## src/design/simon_pkg.sv

```systemverilog
// ----------------------------------------------------------------------------
// simon_pkg: shared types, constants and functions
// Round count, key schedule constants, round function and the control
// types used between the sequencer and the datapath parts.
// ----------------------------------------------------------------------------
package simon_pkg;

    localparam int unsigned ROUND_COUNT = 68;
    localparam int unsigned Z_PERIOD    = 62;
    localparam int unsigned WORD_W      = 64;
    localparam int unsigned RK_IDX_W    = $clog2(ROUND_COUNT);
    localparam int unsigned CNT_W       = $clog2(ROUND_COUNT + 1);

    localparam logic [WORD_W-1:0] SCHED_CONST = 64'hFFFF_FFFF_FFFF_FFFC;
    localparam logic [WORD_W-1:0] Z_SEQ       = 64'h3369_F885_192C_0EF5;

    localparam logic [RK_IDX_W-1:0] LAST_RK = RK_IDX_W'(ROUND_COUNT - 1);
    localparam logic [CNT_W-1:0]    CNT_LAST_RK = CNT_W'(ROUND_COUNT - 1);
    localparam logic [CNT_W-1:0]    CNT_ROUNDS  = CNT_W'(ROUND_COUNT);

    localparam logic [1:0] CFG_KEY_FIRST  = 2'd0;
    localparam logic [1:0] CFG_KEY_SECOND = 2'd1;

    typedef logic [WORD_W-1:0] word_t;

    typedef enum logic [1:0] {
        ST_IDLE,
        ST_EXPAND,
        ST_ROUNDS,
        ST_FINISH
    } state_t;

    typedef struct packed {
        logic load;
        logic step;
        logic decrypt;
    } round_ctrl_t;

    typedef struct packed {
        logic load;
        logic advance;
    } sched_ctrl_t;

    function automatic word_t rotl(input word_t x, input int unsigned r);
        rotl = (x << r) | (x >> (WORD_W - r));
    endfunction

    function automatic word_t rotr(input word_t x, input int unsigned r);
        rotr = (x >> r) | (x << (WORD_W - r));
    endfunction

    function automatic word_t round_fn(input word_t x);
        round_fn = (rotl(x, 1) & rotl(x, 8)) ^ rotl(x, 2);
    endfunction

    function automatic logic z_bit(input logic [CNT_W-1:0] step);
        logic [CNT_W-1:0] idx;
        idx = (step >= CNT_W'(Z_PERIOD)) ? (step - CNT_W'(Z_PERIOD)) : step;
        z_bit = Z_SEQ[idx[5:0]];
    endfunction

endpackage

```

## src/design/simon_round.sv

```systemverilog
// ----------------------------------------------------------------------------
// simon_round: shared Feistel round unit
// Holds both block halves and applies one forward or inverse round per
// cycle while step is set, with the supplied round key.
// ----------------------------------------------------------------------------
module simon_round (
    input  logic                    clk,
    input  simon_pkg::round_ctrl_t  ctrl,
    input  simon_pkg::word_t        load_right,
    input  simon_pkg::word_t        load_left,
    input  simon_pkg::word_t        round_key,
    output simon_pkg::word_t        right,
    output simon_pkg::word_t        left
);

    simon_pkg::word_t right_reg, right_next;
    simon_pkg::word_t left_reg, left_next;

    always_comb
    begin
        right_next = right_reg;
        left_next  = left_reg;
        if (ctrl.load)
        begin
            right_next = load_right;
            left_next  = load_left;
        end
        else if (ctrl.step)
        begin
            if (ctrl.decrypt)
            begin
                left_next  = right_reg;
                right_next = simon_pkg::round_fn(right_reg) ^ left_reg ^ round_key;
            end
            else
            begin
                right_next = left_reg;
                left_next  = simon_pkg::round_fn(left_reg) ^ right_reg ^ round_key;
            end
        end
    end

    always_ff @(posedge clk)
    begin
        right_reg <= right_next;
        left_reg  <= left_next;
    end

    assign right = right_reg;
    assign left  = left_reg;

endmodule

```

## config.mk

```make
export PLATFORM = sky130hd
export DESIGN_NAME = simon_round
export DESIGN_NICKNAME = d
export VERILOG_FILES = /design/src/design/simon_pkg.sv /design/src/design/simon_round.sv
export SDC_FILE = /design/constraint.sdc
export NUM_CORES = 1
export LEC_CHECK = 0
export ABC_CLOCK_PERIOD_IN_PS = 2700
export BUFFER_PORTS_ARGS = -buffer_cell sky130_fd_sc_hd__clkbuf_2
export CORE_MARGIN = 3
export CORE_UTILIZATION = 47
export CTS_CLUSTER_DIAMETER = 50
export DETAILED_ROUTE_END_ITERATION = 8
export HOLD_SLACK_MARGIN = 0.12
export MAX_ROUTING_LAYER = met4
export PLACE_DENSITY = 0.81
export SYNTH_ARGS = -nofsm -noshare
export SYNTH_HDL_FRONTEND = slang
export SYNTH_SLANG_ARGS = --single-unit
```

## constraint.sdc

```tcl
create_clock -name clk -period 2.7 [get_ports clk]
set_clock_uncertainty 0.2 [all_clocks]
set_input_delay 0.675 -clock clk [delete_from_list [all_inputs] [get_ports clk]]
set_output_delay 0.675 -clock clk [all_outputs]
set_load 0.03 [all_outputs]
```

==> out/summary.txt <==
DRT
-----------------------------------------------------------------------------------------------------------------
Routed metal-1 wirelength                                                                                12100 um
Remaining antenna violation count after routing                                                                 0
Initial drt markers                                                                                           941
Post-route DRC violation count                                                                                  0
WL met2                                                                                                  15100 um
DRT Pass-1 Iters                                                                                                6
Via count                                                                                                    9843
Routed WL per cell                                                                                       19.35 um
Final WL                                                                                                 32180 um
Met3 WL                                                                                                   4059 um
Detail-routed via count per cell                                                                            5.919
Max layer used                                                                                               met4

CTS
-----------------------------------------------------------------------------------------------------------------
Number of resized instances in the post-cts repair step                                                         0
Number of buffers added to fix hold violations after cts                                                        0
CTS max path bufs                                                                                               2
Clk slew on worst S/H paths                                                                               0.06 ns
Insertion delay to the later sink of the worst-skew pair                                                  0.42 ns
Number of buffers inserted to repair setup after CTS                                                            0
TritonCTS clock tree                                                                                          yes
Total number of clock tree sinks                                                                              128
CTS H-tree depth                                                                                                4
CTS root buffer                                                                                      sky130_fd_sc_hd__clkbuf_16
Num CTS Buffers                                                                                                17

CRITICAL PATH
-----------------------------------------------------------------------------------------------------------------
Sum of buffers and inverters on the critical path                                                               1
Startpoint kind of the worst setup timing path                                                               flop
Library cell contributing the largest single delay on the critical path                              sky130_fd_sc_hd__edfxtp_1
Worst endpoint required time                                                                              1.82 ns
Worst EP arrival                                                                                          1.27 ns
Delay of the slowest cell on the worst path                                                               0.57 ns
Kind of cell with the highest combined delay on the critical path                                      flip-flops
Kind of end point of the critical path                                                                 output pin
Classification of the worst setup path                                                                 reg -> out
Cell-by-cell trace of the critical path                                                                  clkbuf_2
Critical path fanouts, max                                                                                      6

LAYOUT
-----------------------------------------------------------------------------------------------------------------
Most frequent cells in the layout                                                                    sky130_fd_sc_hd__clkbuf_2 (322), sky130_fd_sc_hd__xnor2_1 (256)
Layout overhead on the synthesized area                                                                    25.88%
Count of fill cells added during filler insertion                                                            1716
Fin area                                                                                             0.01202 mm^2
N_diodes                                                                                                        0
Post-layout nets                                                                                             1581
Most frequent standard cell in the layout excluding fill and tap cells                               sky130_fd_sc_hd__clkbuf_2
End-of-flow core utilization                                                                               0.6098
Layout cell share with drive strength beyond 1                                                             0.2632
Number of non-filler instances in the completed layout                                                       1663

SYNTH
-----------------------------------------------------------------------------------------------------------------
Dominant combinational cell family by area after synthesis                                           XOR/XNOR gates
Warnings from Yosys                                                                                             0
Mapped Area                                                                                          0.009552 mm^2
Netlist cell types                                                                                             14
Share of synthesized cell area in and, or, nand and nor gates                                              0.1851
Synthesized-area fraction occupied by ao, oa, aoi and oai cells                                            0.1509
Arithmetic-cell share of the synthesized area counting full adders, half adders and majority gates              0
Sequential share of the synthesized area                                                                   0.4024
Xor and xnor fraction of the mapped netlist area                                                           0.2347
Number of standard cells after synthesis                                                                     1083
Average instance area after synthesis                                                                  8.820 um^2
Main area contributors after synthesis                                                               sky130_fd_sc_hd__edfxtp_1 (40%), sky130_fd_sc_hd__xnor2_1 (23%), sky130_fd_sc_hd__a31oi_1 (8.4%), sky130_fd_sc_hd__or3_1 (8.4%), sky130_fd_sc_hd__o21ai_0 (6.7%)
Mux contribution to synthesized area                                                                            0
Cell type with the highest aggregate area in the netlist                                             sky130_fd_sc_hd__edfxtp_1
Post-synthesis net count                                                                                     1279
Yosys reg bits                                                                                                128
Yosys top cell area share                                                                                  0.4024

GRT
-----------------------------------------------------------------------------------------------------------------
Overall global routing resource usage                                                                      0.2927
Wire length of the first global-routing pass                                                             49050 um
Final global-route overflow total                                                                               0
Number of antenna violations at the first check in global routing                                               0
Via count of the first global-routing pass                                                                   9009
Maximum number of pins on one net before global-route repair                                                  129

PLACEMENT
-----------------------------------------------------------------------------------------------------------------
Number of I/O port buffers                                                                                    323
Final RePlAce weighted congestion                                                                          0.9484
Inst Count DP                                                                                                1631
Worst slack at placement                                                                                0.5748 ns
Placed Area                                                                                          0.01149 mm^2
DPL Wire Length                                                                                          23320 um

FLOORPLANNING
-----------------------------------------------------------------------------------------------------------------
Die Height                                                                                               148.6 um
Core box area                                                                                        0.01972 mm^2
Number of cell rows                                                                                            51
Horiz. Die Dim                                                                                           148.6 um
Starting density of the core                                                                               0.4844
Die outline area                                                                                     0.02207 mm^2
Top-Level Pins                                                                                                324

FLOW RUN
-----------------------------------------------------------------------------------------------------------------
Max-cap violations                                                                                              0

TIMING
-----------------------------------------------------------------------------------------------------------------
Slew Limit Fails                                                                                                0
Fin Hold WS                                                                                             0.4002 ns
Setup slack of the critical path after layout                                                           0.5530 ns
Transition time of the tightest slew-check pin                                                          0.5490 ns
Worst slew slack as a fraction of its limit                                                                0.6340
Highest clock rate                                                                                      465.8 MHz
Total Neg Setup Slack                                                                                        0 ns
Final setup violation count                                                                                     0
Time the worst path needs with I/O delays and setup                                                      2.147 ns
Tcrit/Tclk final                                                                                           0.7952
Unrepaired setup endpoints after global routing                                                                no
Hold Violations, Final                                                                                          0

PWR
-----------------------------------------------------------------------------------------------------------------
Power density of the placed cells                                                                    697.4 mW/mm^2
Reported leakage power                                                                                   4.616 nW
Total power                                                                                              8.385 mW
Maximum resistive drop on vdd                                                                           0.3835 mV

HOLD PATH
-----------------------------------------------------------------------------------------------------------------
Type of the worst min-delay path                                                                        in -> reg

RUN STATUS
-----------------------------------------------------------------------------------------------------------------
Status                                                                                               complete, no violations

==> synthesized netlist by cell type <==
library cell	instances
sky130_fd_sc_hd__buf_6	5
sky130_fd_sc_hd__inv_2	1
sky130_fd_sc_hd__a31oi_1	128
sky130_fd_sc_hd__nor2_1	128
sky130_fd_sc_hd__buf_1	2
sky130_fd_sc_hd__or3_1	128
sky130_fd_sc_hd__xnor2_1	256
sky130_fd_sc_hd__nand2_1	128
sky130_fd_sc_hd__clkbuf_1	48
sky130_fd_sc_hd__inv_1	1
sky130_fd_sc_hd__buf_2	1
sky130_fd_sc_hd__or2_2	1
sky130_fd_sc_hd__o21ai_0	128
sky130_fd_sc_hd__edfxtp_1	128
==> final timing paths <==
path	start	slack, ns	end	cells after the start
max	right[46]	0.55	right[46]	1
max reg2reg	left[56]	0.88	left[58]	4
min	load_left[11]	0.40	left[11]	3
min reg2reg	right[35]	0.63	left[35]	2
==> worst min-delay path: cells and delay by family <==
family	cells	cell delay (ns)
AOI/OAI and AO/OA	1	0.12
buffers and inverters	1	0.08
and+or+nand+nor	1	0.03
==> where the power goes <==
| part | switching, mW | internal (mW) |
|---|---|---|
| Combinational | 1.73 | 1.29 |
| Clock | 0.873 | 1.25 |
| Sequential | 0.661 | 2.58 |
| Total | 3.26 | 5.13 |
==> cells by family (layout without fill, tap and decap cells) <==
logic type	after synthesis	after routing
flops	128	128
compound gates	256	256
simple gates	385	385
xor+xnor	256	256
buf+inv	58	373
==> area by class of cell <==
class	count	area [um^2]	area share
inverters	2	12.51	0.001041
flip-flops and latches	128	3844	0.3197
clock inverters	13	97.59	0.008117
clock buffers	19	432.9	0.03600
well taps	265	331.6	0.02758
multi-input cells	897	5454	0.4536
repair buffers	339	1852	0.1540
==> layer usage <==
| layer | track usage | vias to the layer above |
|---|---|---|
| met1 | 0.3835 | 4588 |
| met5 | - | - |
| li1 | - | 4475 |
| met4 | 0.1058 | 0 |
| met2 | 0.4617 | 711 |
| met3 | 0.04814 | 69 |
Power figures use the tool's default switching activity.
