===== src/design/simon_pkg.sv =====
// ----------------------------------------------------------------------------
// simon_pkg: shared types, constants and functions
// Round count, key schedule constants, round function and the control
// types used between the sequencer and the datapath parts.
// ----------------------------------------------------------------------------
package simon_pkg;

    localparam int unsigned ROUND_COUNT = 68;
    localparam int unsigned Z_PERIOD    = 62;
    localparam int unsigned WORD_W      = 64;
    localparam int unsigned RK_IDX_W    = $clog2(ROUND_COUNT);
    localparam int unsigned CNT_W       = $clog2(ROUND_COUNT + 1);

    localparam logic [WORD_W-1:0] SCHED_CONST = 64'hFFFF_FFFF_FFFF_FFFC;
    localparam logic [WORD_W-1:0] Z_SEQ       = 64'h3369_F885_192C_0EF5;

    localparam logic [RK_IDX_W-1:0] LAST_RK = RK_IDX_W'(ROUND_COUNT - 1);
    localparam logic [CNT_W-1:0]    CNT_LAST_RK = CNT_W'(ROUND_COUNT - 1);
    localparam logic [CNT_W-1:0]    CNT_ROUNDS  = CNT_W'(ROUND_COUNT);

    localparam logic [1:0] CFG_KEY_FIRST  = 2'd0;
    localparam logic [1:0] CFG_KEY_SECOND = 2'd1;

    typedef logic [WORD_W-1:0] word_t;

    typedef enum logic [1:0] {
        ST_IDLE,
        ST_EXPAND,
        ST_ROUNDS,
        ST_FINISH
    } state_t;

    typedef struct packed {
        logic load;
        logic step;
        logic decrypt;
    } round_ctrl_t;

    typedef struct packed {
        logic load;
        logic advance;
    } sched_ctrl_t;

    function automatic word_t rotl(input word_t x, input int unsigned r);
        rotl = (x << r) | (x >> (WORD_W - r));
    endfunction

    function automatic word_t rotr(input word_t x, input int unsigned r);
        rotr = (x >> r) | (x << (WORD_W - r));
    endfunction

    function automatic word_t round_fn(input word_t x);
        round_fn = (rotl(x, 1) & rotl(x, 8)) ^ rotl(x, 2);
    endfunction

    function automatic logic z_bit(input logic [CNT_W-1:0] step);
        logic [CNT_W-1:0] idx;
        idx = (step >= CNT_W'(Z_PERIOD)) ? (step - CNT_W'(Z_PERIOD)) : step;
        z_bit = Z_SEQ[idx[5:0]];
    endfunction

endpackage


===== src/design/simon_rk_ram.sv =====
// ----------------------------------------------------------------------------
// simon_rk_ram: round key store
// One write port and one registered read port over the round key words.
// ----------------------------------------------------------------------------
module simon_rk_ram (
    input  logic                            clk,
    input  logic                            we,
    input  logic [simon_pkg::RK_IDX_W-1:0]  waddr,
    input  simon_pkg::word_t                wdata,
    input  logic                            re,
    input  logic [simon_pkg::RK_IDX_W-1:0]  raddr,
    output simon_pkg::word_t                rdata
);

    simon_pkg::word_t mem [simon_pkg::ROUND_COUNT];
    simon_pkg::word_t rdata_reg;

    always_ff @(posedge clk)
    begin
        if (we)
        begin
            mem[waddr] <= wdata;
        end
        if (re)
        begin
            rdata_reg <= mem[raddr];
        end
    end

    assign rdata = rdata_reg;

endmodule


===== config.mk =====
export PLATFORM = sky130hd
export DESIGN_NAME = simon_rk_ram
export DESIGN_NICKNAME = d
export VERILOG_FILES = /design/src/design/simon_pkg.sv /design/src/design/simon_rk_ram.sv
export SDC_FILE = /design/constraint.sdc
export NUM_CORES = 2
export LEC_CHECK = 0
export BUFFER_PORTS_ARGS = -buffer_cell sky130_fd_sc_hd__buf_4
export CAP_MARGIN = 10
export CORE_MARGIN = 1
export CORE_UTILIZATION = 30
export DETAILED_ROUTE_END_ITERATION = 10
export GPL_ROUTABILITY_DRIVEN = 0
export HOLD_SLACK_MARGIN = 0.06
export PLACE_DENSITY = 0.48
export SLEW_MARGIN = 20
export SYNTH_ARGS = -nofsm -noshare
export SYNTH_HDL_FRONTEND = slang
export SYNTH_MEMORY_MAX_BITS = 65536
export SYNTH_SLANG_ARGS = --single-unit

===== constraint.sdc =====
create_clock -name clk -period 8.2 [get_ports clk]
set_clock_uncertainty 0.05 [all_clocks]
set_input_delay 0.41 -clock clk [delete_from_list [all_inputs] [get_ports clk]]
set_output_delay 0.41 -clock clk [all_outputs]
set_load 0.01 [all_outputs]

==> metrics.log <==
[metrics] clock tree from TritonCTS: built
[metrics] number of vias in the routed layout: between 80,000 and 90,000
[metrics] Tcrit/Tclk final: 0.457
[metrics] violations in the final reports: design-rule violations
[metrics] detailed placement HPWL: 271,000 µm
[metrics] switching portion of total power: 0.214
[metrics] CTS Sinks: about 4,400
[metrics] total routing resource utilization after global routing: 0.178
[metrics] endpoint arrival time on the critical path: between 4 and 5 ns
[metrics] Layout Nets: around 7,600
[metrics] syn nets: around 7,100
[metrics] share of total power in combinational logic: 0.045
[metrics] horizontal die dimension: about 750 µm
[metrics] post-synthesis share of cell area spent on xor and xnor gates: 0
[metrics] Max H-tree Level: 5
[metrics] terminus of the critical flop-to-flop path: rdata[3]
[metrics] Routed met1 length: approximately 210,000 µm
[metrics] count of TritonRoute iterations in the first routing pass: 10
[metrics] maximum resistive drop on vdd: 194 µV
[metrics] Port Buf Inserts: 144
[metrics] top routing layer in use: met5
[metrics] clock latency at the later pin of the worst-skew pair: 1.02 ns
[metrics] Post-DP Area: approximately 180,000 µm²
[metrics] Most used DFF post-synth: edfxtp_1
[metrics] number of cells traversed by the worst hold path: 3
[metrics] setup repair after global routing missed its margin: false
[metrics] slew at the pin with the worst max-slew slack: between 1 and 1.5 ns
[metrics] via-per-instance ratio: 5.25
[metrics] flip-flop count of the largest register after layout: roughly 4,400
[metrics] cell count after placement: about 14,000
[metrics] Worst R2R Path Depth: 5
[metrics] distinct cell type count after synthesis: 37
[metrics] clock-pin transition on the worst setup and hold timing paths: around 0.06 ns
[metrics] slowest cell on the critical path: buf_4
[metrics] maximum cell stage delay along the critical path: about 0.90 ns
[metrics] Max-Cap Viols: 0
[metrics] antenna violations before repair: between 40 and 50
[metrics] count of non-filler cells in the finished layout: roughly 15,000
[metrics] EDFF count, synth: approximately 4,400
[metrics] cell-by-cell trace of the critical path: dlygate4sd3_1, buf_4, nor2_1, nand3_1, nor2_4, buf_4, buf_4
[metrics] type of the worst setup path: in2reg
[metrics] sequential cell fraction of total power: 0.524
[metrics] total of flip-flops plus latches after synthesis: roughly 4,400
[metrics] die boundary height: 750 µm
[metrics] maximum number of pins on one net before global-route repair: 110
[metrics] final critical delay including setup and external delays: between 3 and 4 ns
[metrics] post-synth design cell area: 168,000 µm²
[metrics] number of cells produced by synthesis: just over 7,000
[metrics] Overflow after GRT: 0
[metrics] post-cts sizing count: 0
[metrics] pins over their slew limit: 0
[metrics] # IOs: 145
[metrics] Rows: 274
[metrics] Internal: between 30 and 40 mW
[metrics] Net Switching: just over 10 mW
[metrics] crit end category: register
[metrics] final non-filler cell area: 194,000 µm²
[metrics] endpoint of the worst hold-timing path: mem[24][54]
[metrics] fraction of power consumed by the clock network: 0.431
[metrics] CP most frequent cell: buf_4
[metrics] leak pwr: between 50 and 60 nW
[metrics] maximum clock frequency: 267 MHz
[metrics] number of nets with antenna violations after routing: 0
[metrics] Die ar.: between 500,000 and 600,000 µm²
[metrics] detailed router's first-iteration violation count: between 9,000 and 10,000
[metrics] worst reg2reg setup slack: about 5.7 ns
[metrics] core box area: about 560,000 µm²
[metrics] Critical R2R Launch: mem[63][3]
[metrics] global-route wire length before repair: ~700,000 µm
[metrics] fraction of the mapped netlist area in simple logic gates: 0.00680
[metrics] power density of the placed cells: roughly 250 nW/µm²
[metrics] Met3 Wirelength: ~34,000 µm
[metrics] count of endpoints failing setup in the final report: 0
[metrics] worst-path maximum fanout: 34
[metrics] number of buffers on the longest clock path: 4
[metrics] detailed-route wire length: 510,000 µm
[metrics] total met2 wirelength after detailed routing: 252,000 µm
[metrics] largest family of logic cells by synthesized area: multiplexers
[metrics] vias in the first global route: just over 80,000
[metrics] Sum Neg Setup Slack: 0 ns
[metrics] share of synthesized area occupied by flip-flops and latches: 0.790
[metrics] count of warnings emitted by yosys: 0
[metrics] Final Core Density: 0.349
[metrics] status: finished, violations left
[metrics] post-DR wirelength/cell: 33.1 µm
[metrics] post-synthesis average cell area: 23.8 µm²
[metrics] Inserted Clock Buffers: between 400 and 500
[metrics] mux share of post-synthesis cell area: 0.163
[metrics] adder-cell share of the synthesized area: 0
[metrics] startpoint of the worst hold path: waddr[2]
[metrics] hold crit path type: in2reg
[metrics] root buffer selected by CTS: clkbuf_16
[metrics] DRC errors left: 27
[metrics] async set-or-reset flop fraction in the synthesized netlist: 0
[metrics] starting utilization of the core area: 0.301
[metrics] Worst Path Required: ~9 ns
[metrics] synthesis-to-layout area growth: 15.9%
[metrics] area fraction in compound gates after synthesis: 0.0276
[metrics] worst slew slack as a fraction of its limit: 0.197
[metrics] proportion of layout cells with a drive suffix above 1: 0.289
[metrics] nature of the critical path startpoint: input pin
[metrics] endpoints failing hold: 0
power groups by stage:
stage | logic [mW] | clock network, mW | registers, mW
final | 2.15 | 20.6 | 25.0
after global routing | 2.29 | 21.8 | 25.0
after CTS | 2.19 | 21.0 | 25.0
after detailed placement | 2.15 | 0 | 25.5
after global placement | 2.11 | 0 | 25.5
after floorplan | 1.18 | 0 | 25.5
cell type report:
class / instances / area (µm²)
inverter: 4 / 35.0
multi-input combinational: 2237 / 33800
tap: 7452 / 9320
clock buffer: 558 / 11900
sequential: 4416 / 133000
timing repair buffer: 447 / 4020
antenna: 16 / 40.0
clock inverter: 282 / 2760
fill: 51204 / 363000
cells in the final DEF (no fill, tap or decap), types with 14 or more instances in the layout:
cell	n
buf_4	336
nand2_1	76
mux2i_1	311
bufinv_16	47
a221oi_2	55
a21oi_1	64
clkinv_1	109
o221ai_1	55
buf_12	33
dlygate4sd3_1	68
mux2_2	128
a22o_1	73
a32o_1	64
clkbuf_1	96
a221oi_1	128
nand3_1	15
clkinv_2	87
diode_2	16
nor2_4	67
edfxtp_1	4416
o21ai_0	64
nand4_1	57
mux4_2	1015
inv_6	14
clkbuf_16	462
critical path, delay by kind of cell:
family	cells	cell delay [ns]
buffers and inverters	4	2.58
and+or+nand+nor	3	1.13
worst max-delay path by stage:
stage              from           to  slack [ns]  cells past startpoint
2_1_floorplan  waddr[5]   mem[26][0]        2.22                      4
3_3_place_gp   raddr[0]    rdata[50]        3.62                      8
3_5_place_dp   raddr[0]    rdata[50]        3.63                      8
4_1_cts        waddr[0]  mem[66][60]        4.59                      7
5_1_grt        raddr[0]    rdata[55]        4.48                      7
6_report       waddr[0]  mem[66][31]        4.45                      7
through the flow:
step           hold slack [ns]  total power [mW]  worst slack, ns
3_3_place_gp             0.676              27.6             3.62
6_report                 0.120              47.7             4.45
4_1_cts                 0.0677              48.2             4.59
3_5_place_dp             0.683              27.7             3.63
5_1_grt                  0.119              49.1             4.48
2_1_floorplan            0.459              26.7             2.22
per-layer routing:
layer	vias to the layer above	GRT usage
met3	666	0.0293
met2	3038	0.301
met5	-	0
li1	31780	-
met1	45377	0.240
met4	24	0.0443
kinds of logic (layout without fill, tap and decap cells):
family,after synthesis,count (layout)
compound gates,539,539
buf+inv,411,1291
flops,4416,4416
mux,1454,1454
other cells,0,16
simple gates,244,244
cell usage after synthesis (10+ instances only):
master,n,share of area
edfxtp_1,4416,0.79
mux4_2,1015,0.14
mux2i_1,311,0.019
buf_2,169,0.0050
clkbuf_1,165,0.0037
a221oi_1,128,0.0067
mux2_2,128,0.0086
nand2_1,77,0.0017
a22o_1,73,0.0038
nor2_1,70,0.0016
a21oi_1,64,0.0019
a32o_1,64,0.0038
o21ai_0,64,0.0019
nand4_1,57,0.0021
a221oi_2,55,0.0049
o221ai_1,55,0.0029
buf_1,27,0.00060
buf_6,24,0.0016
buf_4,21,0.00094
nand3_1,15,0.00045
nor2b_1,10,0.00037
repair_timing:
action,CTS,global route
setup buffers,0,0
hold buffers,68,0
hold endpoints to repair,4404,0
No activity file was read; power rests on OpenSTA's default activity.
