--- src/design/simon_pkg.sv ---
// ----------------------------------------------------------------------------
// simon_pkg: shared types, constants and functions
// Round count, key schedule constants, round function and the control
// types used between the sequencer and the datapath parts.
// ----------------------------------------------------------------------------
package simon_pkg;

    localparam int unsigned ROUND_COUNT = 68;
    localparam int unsigned Z_PERIOD    = 62;
    localparam int unsigned WORD_W      = 64;
    localparam int unsigned RK_IDX_W    = $clog2(ROUND_COUNT);
    localparam int unsigned CNT_W       = $clog2(ROUND_COUNT + 1);

    localparam logic [WORD_W-1:0] SCHED_CONST = 64'hFFFF_FFFF_FFFF_FFFC;
    localparam logic [WORD_W-1:0] Z_SEQ       = 64'h3369_F885_192C_0EF5;

    localparam logic [RK_IDX_W-1:0] LAST_RK = RK_IDX_W'(ROUND_COUNT - 1);
    localparam logic [CNT_W-1:0]    CNT_LAST_RK = CNT_W'(ROUND_COUNT - 1);
    localparam logic [CNT_W-1:0]    CNT_ROUNDS  = CNT_W'(ROUND_COUNT);

    localparam logic [1:0] CFG_KEY_FIRST  = 2'd0;
    localparam logic [1:0] CFG_KEY_SECOND = 2'd1;

    typedef logic [WORD_W-1:0] word_t;

    typedef enum logic [1:0] {
        ST_IDLE,
        ST_EXPAND,
        ST_ROUNDS,
        ST_FINISH
    } state_t;

    typedef struct packed {
        logic load;
        logic step;
        logic decrypt;
    } round_ctrl_t;

    typedef struct packed {
        logic load;
        logic advance;
    } sched_ctrl_t;

    function automatic word_t rotl(input word_t x, input int unsigned r);
        rotl = (x << r) | (x >> (WORD_W - r));
    endfunction

    function automatic word_t rotr(input word_t x, input int unsigned r);
        rotr = (x >> r) | (x << (WORD_W - r));
    endfunction

    function automatic word_t round_fn(input word_t x);
        round_fn = (rotl(x, 1) & rotl(x, 8)) ^ rotl(x, 2);
    endfunction

    function automatic logic z_bit(input logic [CNT_W-1:0] step);
        logic [CNT_W-1:0] idx;
        idx = (step >= CNT_W'(Z_PERIOD)) ? (step - CNT_W'(Z_PERIOD)) : step;
        z_bit = Z_SEQ[idx[5:0]];
    endfunction

endpackage

--- src/design/simon_key_sched.sv ---
// ----------------------------------------------------------------------------
// simon_key_sched: key expansion step unit
// Holds the two running schedule words and advances them one round key
// per cycle while advance is set; low word is the current step's round key.
// ----------------------------------------------------------------------------
module simon_key_sched (
    input  logic                         clk,
    input  simon_pkg::sched_ctrl_t       ctrl,
    input  simon_pkg::word_t             key_first,
    input  simon_pkg::word_t             key_second,
    input  logic [simon_pkg::CNT_W-1:0]  step,
    output simon_pkg::word_t             round_key
);

    simon_pkg::word_t lo_reg, lo_next;
    simon_pkg::word_t hi_reg, hi_next;
    simon_pkg::word_t t;

    always_comb
    begin
        t       = simon_pkg::rotr(hi_reg, 3);
        lo_next = lo_reg;
        hi_next = hi_reg;
        if (ctrl.load)
        begin
            lo_next = key_first;
            hi_next = key_second;
        end
        else if (ctrl.advance)
        begin
            lo_next = hi_reg;
            hi_next = lo_reg ^ t ^ simon_pkg::rotr(t, 1) ^ simon_pkg::SCHED_CONST
                      ^ simon_pkg::word_t'(simon_pkg::z_bit(step));
        end
    end

    always_ff @(posedge clk)
    begin
        lo_reg <= lo_next;
        hi_reg <= hi_next;
    end

    assign round_key = lo_reg;

endmodule

--- config.mk ---
export PLATFORM = sky130hd
export DESIGN_NAME = simon_key_sched
export DESIGN_NICKNAME = d
export VERILOG_FILES = /design/src/design/simon_pkg.sv /design/src/design/simon_key_sched.sv
export SDC_FILE = /design/constraint.sdc
export NUM_CORES = 1
export LEC_CHECK = 0
export BUFFER_PORTS_ARGS = -buffer_cell sky130_fd_sc_hd__buf_4
export CAP_MARGIN = 15
export CORE_ASPECT_RATIO = 0.7
export CORE_UTILIZATION = 35
export DETAILED_ROUTE_END_ITERATION = 10
export PLACE_DENSITY_LB_ADDON = 0.1
export SLEW_MARGIN = 30
export SYNTH_ARGS = -nofsm -noshare
export SYNTH_HDL_FRONTEND = slang
export SYNTH_SLANG_ARGS = --single-unit
--- constraint.sdc ---
create_clock -name clk -period 5.8 [get_ports clk]
set_clock_uncertainty 0.15 [all_clocks]
set_input_delay 1.16 -clock clk [delete_from_list [all_inputs] [get_ports clk]]
set_output_delay 1.16 -clock clk [all_outputs]
set_load 0.1 [all_outputs]
==> results of run 1 <==
-- critical path: stages --
cell	delay [ns]
buf_4	0.14
ha_1	0.31
a41oi_4	0.33
a21boi_4	0.31
xnor2_1	0.24
ha_1	0.24
nand2b_1	0.14
nor2_1	0.04
or4b_2	0.65
o211ai_2	0.21
o21a_1	0.17
o31ai_2	0.06
-- through the flow --
stage	util, %	instance area, sq um	hold WS, ns
2_1_floorplan	-	6940	0.469
3_3_place_gp	45.6	8740	0.492
3_5_place_dp	45.6	8740	0.498
4_1_cts	48.8	9360	0.513
5_1_grt	48.8	9360	0.527
6_report	48.8	9360	0.507
-- how the worst min path moves through the flow --
stage	end	slack, ns	cells past startpoint
after CTS	round_key[19]	0.51	1
after global routing	round_key[29]	0.53	1
after floorplan	round_key[63]	0.47	1
after global placement	round_key[10]	0.49	1
final	round_key[37]	0.51	1
after detailed placement	round_key[37]	0.50	1
-- cells by family after synthesis --
logic type | count (synthesis)
compound gates | 27
mux | 128
buf+inv | 23
flops | 128
xor+xnor | 131
simple gates | 24
fa+ha+maj | 3
-- routing by layer --
metal	part of all wire (%)	vias up
met2	43	144
met3	7.1	16
met5	0	-
li1	-	2119
met4	1.3	0
met1	49	2113
-- final cells by class --
cell class                 count  area, sq um  share of cell area (%)
clock inverter                13          188                    2.01
multi-input combinational    313         3000                    32.1
tap                          264          330                    3.53
timing repair buffer         204         1540                    16.5
sequential                   128         3840                    41.1
clock buffer                  17          425                    4.55
inverter                       6         22.5                   0.241
-- synthesized netlist by cell type, drive strengths merged --
library cell | instances | area, sq um
a41oi | 1 | 27.5
edfxtp | 128 | 3840
xnor2 | 67 | 587
a31o | 1 | 8.76
nor4 | 1 | 6.26
a21o | 1 | 8.76
a2bb2oi | 1 | 8.76
o2111ai | 1 | 8.76
or4b | 1 | 10.0
o22ai | 2 | 12.5
inv | 6 | 22.5
nand2 | 6 | 22.5
o31ai | 2 | 20.0
a211oi | 1 | 7.51
o221ai | 1 | 8.76
o21ai | 5 | 25.0
or4 | 1 | 7.51
a2111oi | 1 | 8.76
a21boi | 1 | 18.8
nand3 | 3 | 15.0
nand2b | 1 | 6.26
o21a | 2 | 15.0
or2b | 2 | 15.0
ha | 3 | 37.5
and3 | 1 | 11.3
and3b | 1 | 8.76
nor2b | 2 | 12.5
mux2 | 126 | 1420
nor2 | 2 | 7.51
buf | 15 | 65.1
xor2 | 64 | 561
or2 | 2 | 12.5
clkbuf | 2 | 7.51
o211a | 1 | 10.0
a31oi | 1 | 6.26
o211ai | 3 | 27.5
nor3 | 1 | 10.0
mux2i | 2 | 20.0
a21oi | 2 | 10.0
-- power by group through the flow --
stage          clock [uW]  sequential [uW]  combinational (uW)
6_report             1130             1930                2440
5_1_grt              1190             1990                2610
4_1_cts              1150             1940                2470
3_5_place_dp            0             1950                2450
3_3_place_gp            0             1940                2430
2_1_floorplan           0             2680                1180
==> qor.csv, run 1 <==
metric;value;unit
part of the power in registers;35.0;%
Reg-to-Reg Start;hi_reg[3];
final setup vio count;0;
met3 usage;5.38;%
DRC;0;
Area growth, synth to finish;34.8;%
#FFs+latches synth;128;
mux contribution to synthesized area;20.7;%
CTS resizes;0;
Rel. slew slack;47.6;%
# clock sinks;128;
CP Max Fanout;8;
Post-Synth Simple-Gate Area;2.09;%
critical path required time;5.80;ns
Longest Clk Path Bufs;2;
Setup Total Neg Slack;0;ns
CP startpoint kind;input pin;
largest family of logic cells by synthesized area;multiplexers;
Setup crit end kind;register;
area share of fa/ha/maj cells after synthesis;0.541;%
R2R cell count;4;
Fillers;1709;
grt ovf;0;
clk_lat worst skew;0.42;ns
vias in the first global route;4463;
grt met1 use;23.5;%
commonest non-fill, non-tap cells in the layout;buf_4, edfxtp_1, mux2_2, xnor2_1, xor2_1;
distinct cell type count after synthesis;43;
Synth Area in Compound Gates;3.35;%
Starting Density;36.2;%
Clk pwr share;20.5;%
DRT iter0 DRCs;190;
Routed Antenna Nets;0;
Die Height;120;microns
clk root buf;clkbuf_16;
Hold Startpoint;hi_reg[37];
type of the tightest min-delay check;reg -> reg;
DIE AREA;20400;sq um
RR Endpoint;hi_reg[0];
share of cells above drive strength 1;54.3;%
Final min period;4.01;ns
grt peak-use layer;met1;
worst-margin pin slew;0.786;ns
Placed Cells incl. Taps;915;
placement row count;42;
Power Density;587;nW/um^2
n_diodes;0;
Die W;170;microns
sw frac;40.1;%
Synth Instances;464;
pin count of the biggest net entering global routing;77;
final hold viol count;0;
fin nets;811;
critical path startpoint;step[1];
IO Pins;202;
htree depth;4;
reg2reg setup slack;4.17;ns
setup slack after layout;1.79;ns
CORE AREA;19200;sq um
Worst Setup Path Type;in -> reg;
Int Pwr;3290;uW
Final Cycle Share;69.1;%
RSZ-0062 raised after global routing;no;
post-DP HPWL;11600;microns
Net Count, Synth;605;
GR Util All Layers;16.3;%
total power;5500;uW
Detailed Route WL;16200;microns
drt pass-1 iters;4;
PortBufs;201;
Max VDD drop;0.214;mV
status;finished clean;
antenna violations before repair;0;
Yosys Warn Count;0;
Critical path destination;hi_reg[0];
setup repair bufs after CTS;0;
Worst Path Arrival;4.01;ns
GPL Wtd Cong;0.804;
CTS tree;built;
Vias/cell;4.65;
FMAX;250;MHz
TritonCTS Buffers;17;
sw power;2200;uW
commonest non-fill, non-tap cell in the layout;buf_4;
sequential area share after synthesis;55.4;%
XOR/XNOR Fraction of Synth Area;16.5;%
leakage;0.00369;uW
Comb pwr share;44.4;%
drt wl/cell;17.1;microns
synthesized cell area;6940;sq um
GR Layer Usage met2;22.8;%
dpl ws;1.39;ns
syn avg cell area;15.0;sq um
via count;4392;
Final Max Tran Viols;0;
Reg clk slew, reported paths;0.06;ns
first-pass GRT wire length;25000;microns
Hold-fix buffers, CTS;0;
# Max-Cap Violations;0;
final non-filler cell total;945;
No activity file was read; power rests on OpenSTA's default activity.
==> run 2: changes to the inputs <==
clock period = 3.9 ns   (was 5.8 ns; I/O delays follow)
==> run 2 against run 1 <==
  * Largest power group unchanged
  * Worst setup slack worse by 1.6 ns
  * Via count up 1.3%
  * First-iteration DRC count grew 16%
  * Clock-buffer cell count increased by 2
  * Sequential share of layout area about the same
  * Global-route usage fell by 0.19 points
  * Non-clock buffer count is 3 higher
  * Critical endpoint unchanged
  * Combinational power increased by 49%
  * Power increased by 47%
==> qor.csv, run 2 (synthesized netlist as in run 1, its figures left out) <==
metric;value;unit;change
htree depth;4;;unchanged
Die Height;120;microns;unchanged
vias in the first global route;4508;;+1.0%
# clock sinks;128;;unchanged
IO Pins;202;;unchanged
placement row count;42;;unchanged
final hold viol count;0;;unchanged
type of the tightest min-delay check;reg -> reg;;
Power Density;864;nW/um^2;+47%
CORE AREA;19200;sq um;unchanged
Final Max Tran Viols;0;;unchanged
Hold Startpoint;hi_reg[10];;
Vias/cell;4.68;;+0.76%
RR Endpoint;hi_reg[0];;
R2R cell count;4;;unchanged
Longest Clk Path Bufs;2;;unchanged
first-pass GRT wire length;24800;microns;-0.72%
leakage;0.00369;uW;about the same
drt pass-1 iters;5;;+1
Die W;170;microns;unchanged
WHS Endpoint;round_key[10];;
Reg clk slew, reported paths;0.07;ns;about the same
DRT iter0 DRCs;221;;+16%
grt ovf;0;;unchanged
FMAX;272;MHz;
worst-margin pin slew;0.614;ns;-0.172 ns
antenna violations before repair;0;;unchanged
DIE AREA;20400;sq um;unchanged
clk_lat worst skew;0.42;ns;about the same
Max VDD drop;0.332;mV;+55%
post-DP HPWL;11600;microns;+0.48%
fin nets;814;;+0.37%
DRC;0;;unchanged
Detailed Route WL;16300;microns;+0.65%
PortBufs;201;;unchanged
CP startpoint kind;input pin;;
Hold-fix buffers, CTS;0;;unchanged
# Max-Cap Violations;0;;unchanged
setup slack after layout;0.230;ns;-1.56 ns
pin count of the biggest net entering global routing;83;;+7.8%
dpl ws;-0.140;ns;-1.53 ns
GR Util All Layers;16.1;%;-0.19 points
Placed Cells incl. Taps;918;;+0.33%
final non-filler cell total;950;;+0.53%
CTS resizes;0;;unchanged
Setup crit end kind;register;;
share of cells above drive strength 1;54.5;%;+0.19 points
Reg-to-Reg Start;hi_reg[3];;
RSZ-0062 raised after global routing;no;;
Rel. slew slack;58.6;%;+11 points
Worst Setup Path Type;in -> reg;;
status;finished clean;;
TritonCTS Buffers;17;;unchanged
via count;4449;;+1.3%
final setup vio count;0;;unchanged
setup repair bufs after CTS;0;;unchanged
Final Cycle Share;94.1;%;
Routed Antenna Nets;0;;unchanged
commonest non-fill, non-tap cells in the layout;buf_4, edfxtp_1, mux2_2, xnor2_1, xor2_1;;
GPL Wtd Cong;0.815;;+1.5%
clk root buf;clkbuf_16;;
Final min period;3.67;ns;
reg2reg setup slack;2.22;ns;-1.95 ns
Area growth, synth to finish;35.0;%;
commonest non-fill, non-tap cell in the layout;buf_4;;
Setup Total Neg Slack;0;ns;unchanged
Starting Density;36.2;%;unchanged
worst hold path depth;1;;unchanged
CP Max Fanout;7;;-1
drt wl/cell;17.1;microns;+0.12%
CTS tree;built;;
critical path required time;3.99;ns;-1.81 ns
Worst Path Arrival;3.76;ns;-0.25 ns
Fillers;1723;;+0.82%
n_diodes;0;;unchanged
## run 2: cell types whose count changed in the layout (fill, tap and decap cells not counted), sizes merged
cell	before	now
buf	204	207
bufinv	4	2
clkbuf	17	19
clkinv	5	3
clkinvlp	2	3
inv	8	11
## run 2: worst max path at each step
stage,from,to,depth (start not counted)
after floorplan,ctrl[1],hi_reg[0],4
after global placement,step[1],hi_reg[0],13
after detailed placement,step[1],hi_reg[0],13
after CTS,step[1],hi_reg[0],13
after global routing,step[1],hi_reg[0],13
final,step[1],hi_reg[0],13
## run 2: report_power, final
part	internal [uW]	leakage (uW)	total (uW)	switching, uW
registers	2290	0.00130	2860	573
clock network	956	0.000277	1590	638
logic	1550	0.00211	3640	2090
## run 2: critical path, stage by stage
cell	delay (ns)
buf_4	0.14
ha_1	0.25
a41oi_4	0.30
a21boi_4	0.32
xnor2_1	0.17
ha_1	0.37
inv_1	0.08
o211a_1	0.12
a2111oi_0	0.49
a2bb2oi_1	0.20
o22ai_1	0.14
o21a_1	0.20
o31ai_2	0.20
## run 2: metrics by stage
stage | util, % | instance area, sq um | hold slack [ns] | power, uW
CTS | 48.8 | 9370 | 0.496 | 8190
finish | 48.8 | 9370 | 0.508 | 8100
floorplan | - | 6940 | 0.469 | 5740
detailed placement | 45.8 | 8780 | 0.494 | 6550
global route | 48.8 | 9370 | 0.492 | 8520
global placement | 45.8 | 8780 | 0.490 | 6500
## run 2: cell type report
type | instances | area (sq um) | area share [%]
clock buffers | 19 | 433 | 4.62
clock inverters | 13 | 155 | 1.66
inverters | 6 | 22.5 | 0.240
multi-input cells | 313 | 3000 | 32.1
flip-flops and latches | 128 | 3840 | 41.0
well taps | 264 | 330 | 3.53
repair buffers | 207 | 1580 | 16.9
## run 2: routing by layer
metal / routed length (microns) / part of all wire [%] / track usage (%)
met1: 7820 / 48 / 22.8
met2: 7030 / 43 / 23.4
met3: 1310 / 8.0 / 5.74
met4: 106 / 0.65 / 3.72
met5: 0 / 0 / 0
==> run 3: changes to the inputs <==
CTS_BUF_LIST = sky130_fd_sc_hd__clkbuf_4 sky130_fd_sc_hd__clkbuf_8   (was unset)
==> run 3 against run 2 <==
  * Clock-buffer cell count unchanged
  * Die area unchanged
  * Highest routed layer unchanged
  * Worst setup slack better by 0.034 ns
  * Sequential share of layout area up 0.82 points
  * Fmax up 0.93%
  * Power down 5.3%
  * Wire length down 1.2%
  * Largest cell class unchanged
  * Clock power down 26%
  * Final area down 2.0%
  * Utilization down 0.96 points
  * Combinational power about the same
  * Critical path type unchanged
==> qor.csv, run 3 (synthesized netlist as in run 1, its figures left out) <==
metric;value;unit;change
status;finished clean;;
clk_lat worst skew;0.43;ns;about the same
Die Height;120;microns;unchanged
Die W;170;microns;unchanged
antenna violations before repair;0;;unchanged
R2R cell count;4;;unchanged
commonest non-fill, non-tap cells in the layout;buf_4, edfxtp_1, mux2_2, xnor2_1, xor2_1;;
critical path required time;4.01;ns;+0.02 ns
Routed Antenna Nets;0;;unchanged
Hold-fix buffers, CTS;0;;unchanged
Final Max Tran Viols;0;;unchanged
post-DP HPWL;11600;microns;unchanged
# clock sinks;128;;unchanged
htree depth;4;;unchanged
Reg clk slew, reported paths;0.08;ns;about the same
Area growth, synth to finish;32.3;%;
commonest non-fill, non-tap cell in the layout;buf_4;;
RSZ-0062 raised after global routing;no;;
WHS Endpoint;hi_reg[1];;
grt ovf;0;;unchanged
TritonCTS Buffers;17;;unchanged
DRC;0;;unchanged
most frequent CP cell;ha_1;;
Longest Clk Path Bufs;2;;unchanged
Vias/cell;4.62;;-1.3%
reg2reg setup slack;2.21;ns;about the same
DIE AREA;20400;sq um;unchanged
GPL Wtd Cong;0.815;;unchanged
PortBufs;201;;unchanged
worst-margin pin slew;0.612;ns;-0.00223 ns
CORE AREA;19200;sq um;unchanged
Reg-to-Reg Start;hi_reg[3];;
drt pass-1 iters;4;;-1
CP Max Fanout;7;;unchanged
setup repair bufs after CTS;0;;unchanged
worst hold path depth;3;;+2
total power;7670;uW;-5.3%
CTS tree;built;;
final hold viol count;0;;unchanged
Detailed Route WL;16100;microns;-1.2%
placement row count;42;;unchanged
crit path cell chain;buf_4 -> ha_1 -> a41oi_4 -> a21boi_4 -> xnor2_1 -> ha_1 -> inv_1 -> o211a_1 -> a2111oi_0 -> a2bb2oi_1 -> o22ai_1 -> o21a_1 -> o31ai_2;;
final setup vio count;0;;unchanged
Rel. slew slack;58.8;%;+0.15 points
fin nets;814;;unchanged
n_diodes;0;;unchanged
FMAX;275;MHz;+0.93%
critical path startpoint;step[1];;
WHS;0.488;ns;-0.0201 ns
Starting Density;36.2;%;unchanged
CTS resizes;0;;unchanged
first-pass GRT wire length;24600;microns;-0.59%
drt wl/cell;16.9;microns;-1.2%
Setup crit end kind;register;;
# Max-Cap Violations;0;;unchanged
Max VDD drop;0.316;mV;-4.9%
type of the tightest min-delay check;in -> reg;;
Slowest-stage cell, CP;a2111oi_0;;
pin count of the biggest net entering global routing;83;;unchanged
DRT iter0 DRCs;245;;+11%
vias in the first global route;4483;;-0.55%
leakage;0.00361;uW;-2.2%
share of cells above drive strength 1;54.8;%;+0.29 points
IO Pins;202;;unchanged
clk root buf;clkbuf_8;;
Final min period;3.64;ns;-0.0337 ns
CP startpoint kind;input pin;;
Worst Path Arrival;3.75;ns;about the same
GR Util All Layers;16.0;%;-0.12 points
Worst Setup Path Type;in -> reg;;
Final Cycle Share;93.2;%;-0.86 points
Largest stage delay, worst path;0.49;ns;about the same
Hold Startpoint;key_second[1];;
Power Density;835;nW/um^2;-3.4%
RR Endpoint;hi_reg[0];;
Fillers;1744;;+1.2%
via count;4392;;-1.3%
[run 3: cell counts in the layout (fill, tap and decap cells not counted)]
No cell type changed its count.
[run 3: worst max-delay path by stage]
stage	end	slack, ns	cells after the start
final	hi_reg[0]	0.26	13
after global routing	hi_reg[0]	0.16	13
after CTS	hi_reg[0]	0.34	13
after detailed placement	hi_reg[0]	-0.14	13
after global placement	hi_reg[0]	0.12	13
after floorplan	hi_reg[0]	0.12	4
[run 3: layout make-up]
type	instances	area (sq um)	area share, %
Sequential cell	128	3840	41.9
Multi-Input combinational cell	313	3000	32.7
Timing Repair Buffer	207	1580	17.2
Tap cell	264	330	3.60
Clock buffer	19	249	2.71
Clock inverter	13	155	1.69
Inverter	6	22.5	0.245
[run 3: per-layer routing]
layer,up-vias,part of all wire [%],GRT usage (%)
met5,-,0,0
met4,0,0.80,4.05
met3,12,7.5,5.38
met2,153,44,23.4
met1,2099,48,22.6
li1,2128,-,-
[run 3: per-stage QoR]
| step | cell area, sq um | TNS (ns) | setup WS, ns | instances | utilization [%] |
|---|---|---|---|---|---|
| final | 9180 | 0 | 0.264 | 950 | 47.9 |
| after global routing | 9180 | 0 | 0.158 | 950 | 47.9 |
| after CTS | 9180 | 0 | 0.344 | 950 | 47.9 |
| after detailed placement | 8780 | -0.140 | -0.140 | 918 | 45.8 |
| after global placement | 8780 | 0 | 0.115 | 918 | 45.8 |
| after floorplan | 6940 | 0 | 0.124 | 464 | - |
[run 3: worst max-delay path, delay by kind of cell]
kind / cells / cell delay (ns)
buf+inv: 2 / 0.22
xor+xnor: 1 / 0.17
fa+ha+maj: 2 / 0.60
compound gates: 8 / 1.97
[run 3: power breakdown]
part	leakage, uW	internal (uW)	switching [uW]
clock	0.000197	597	582
combinational	0.00211	1550	2090
sequential	0.00130	2280	571
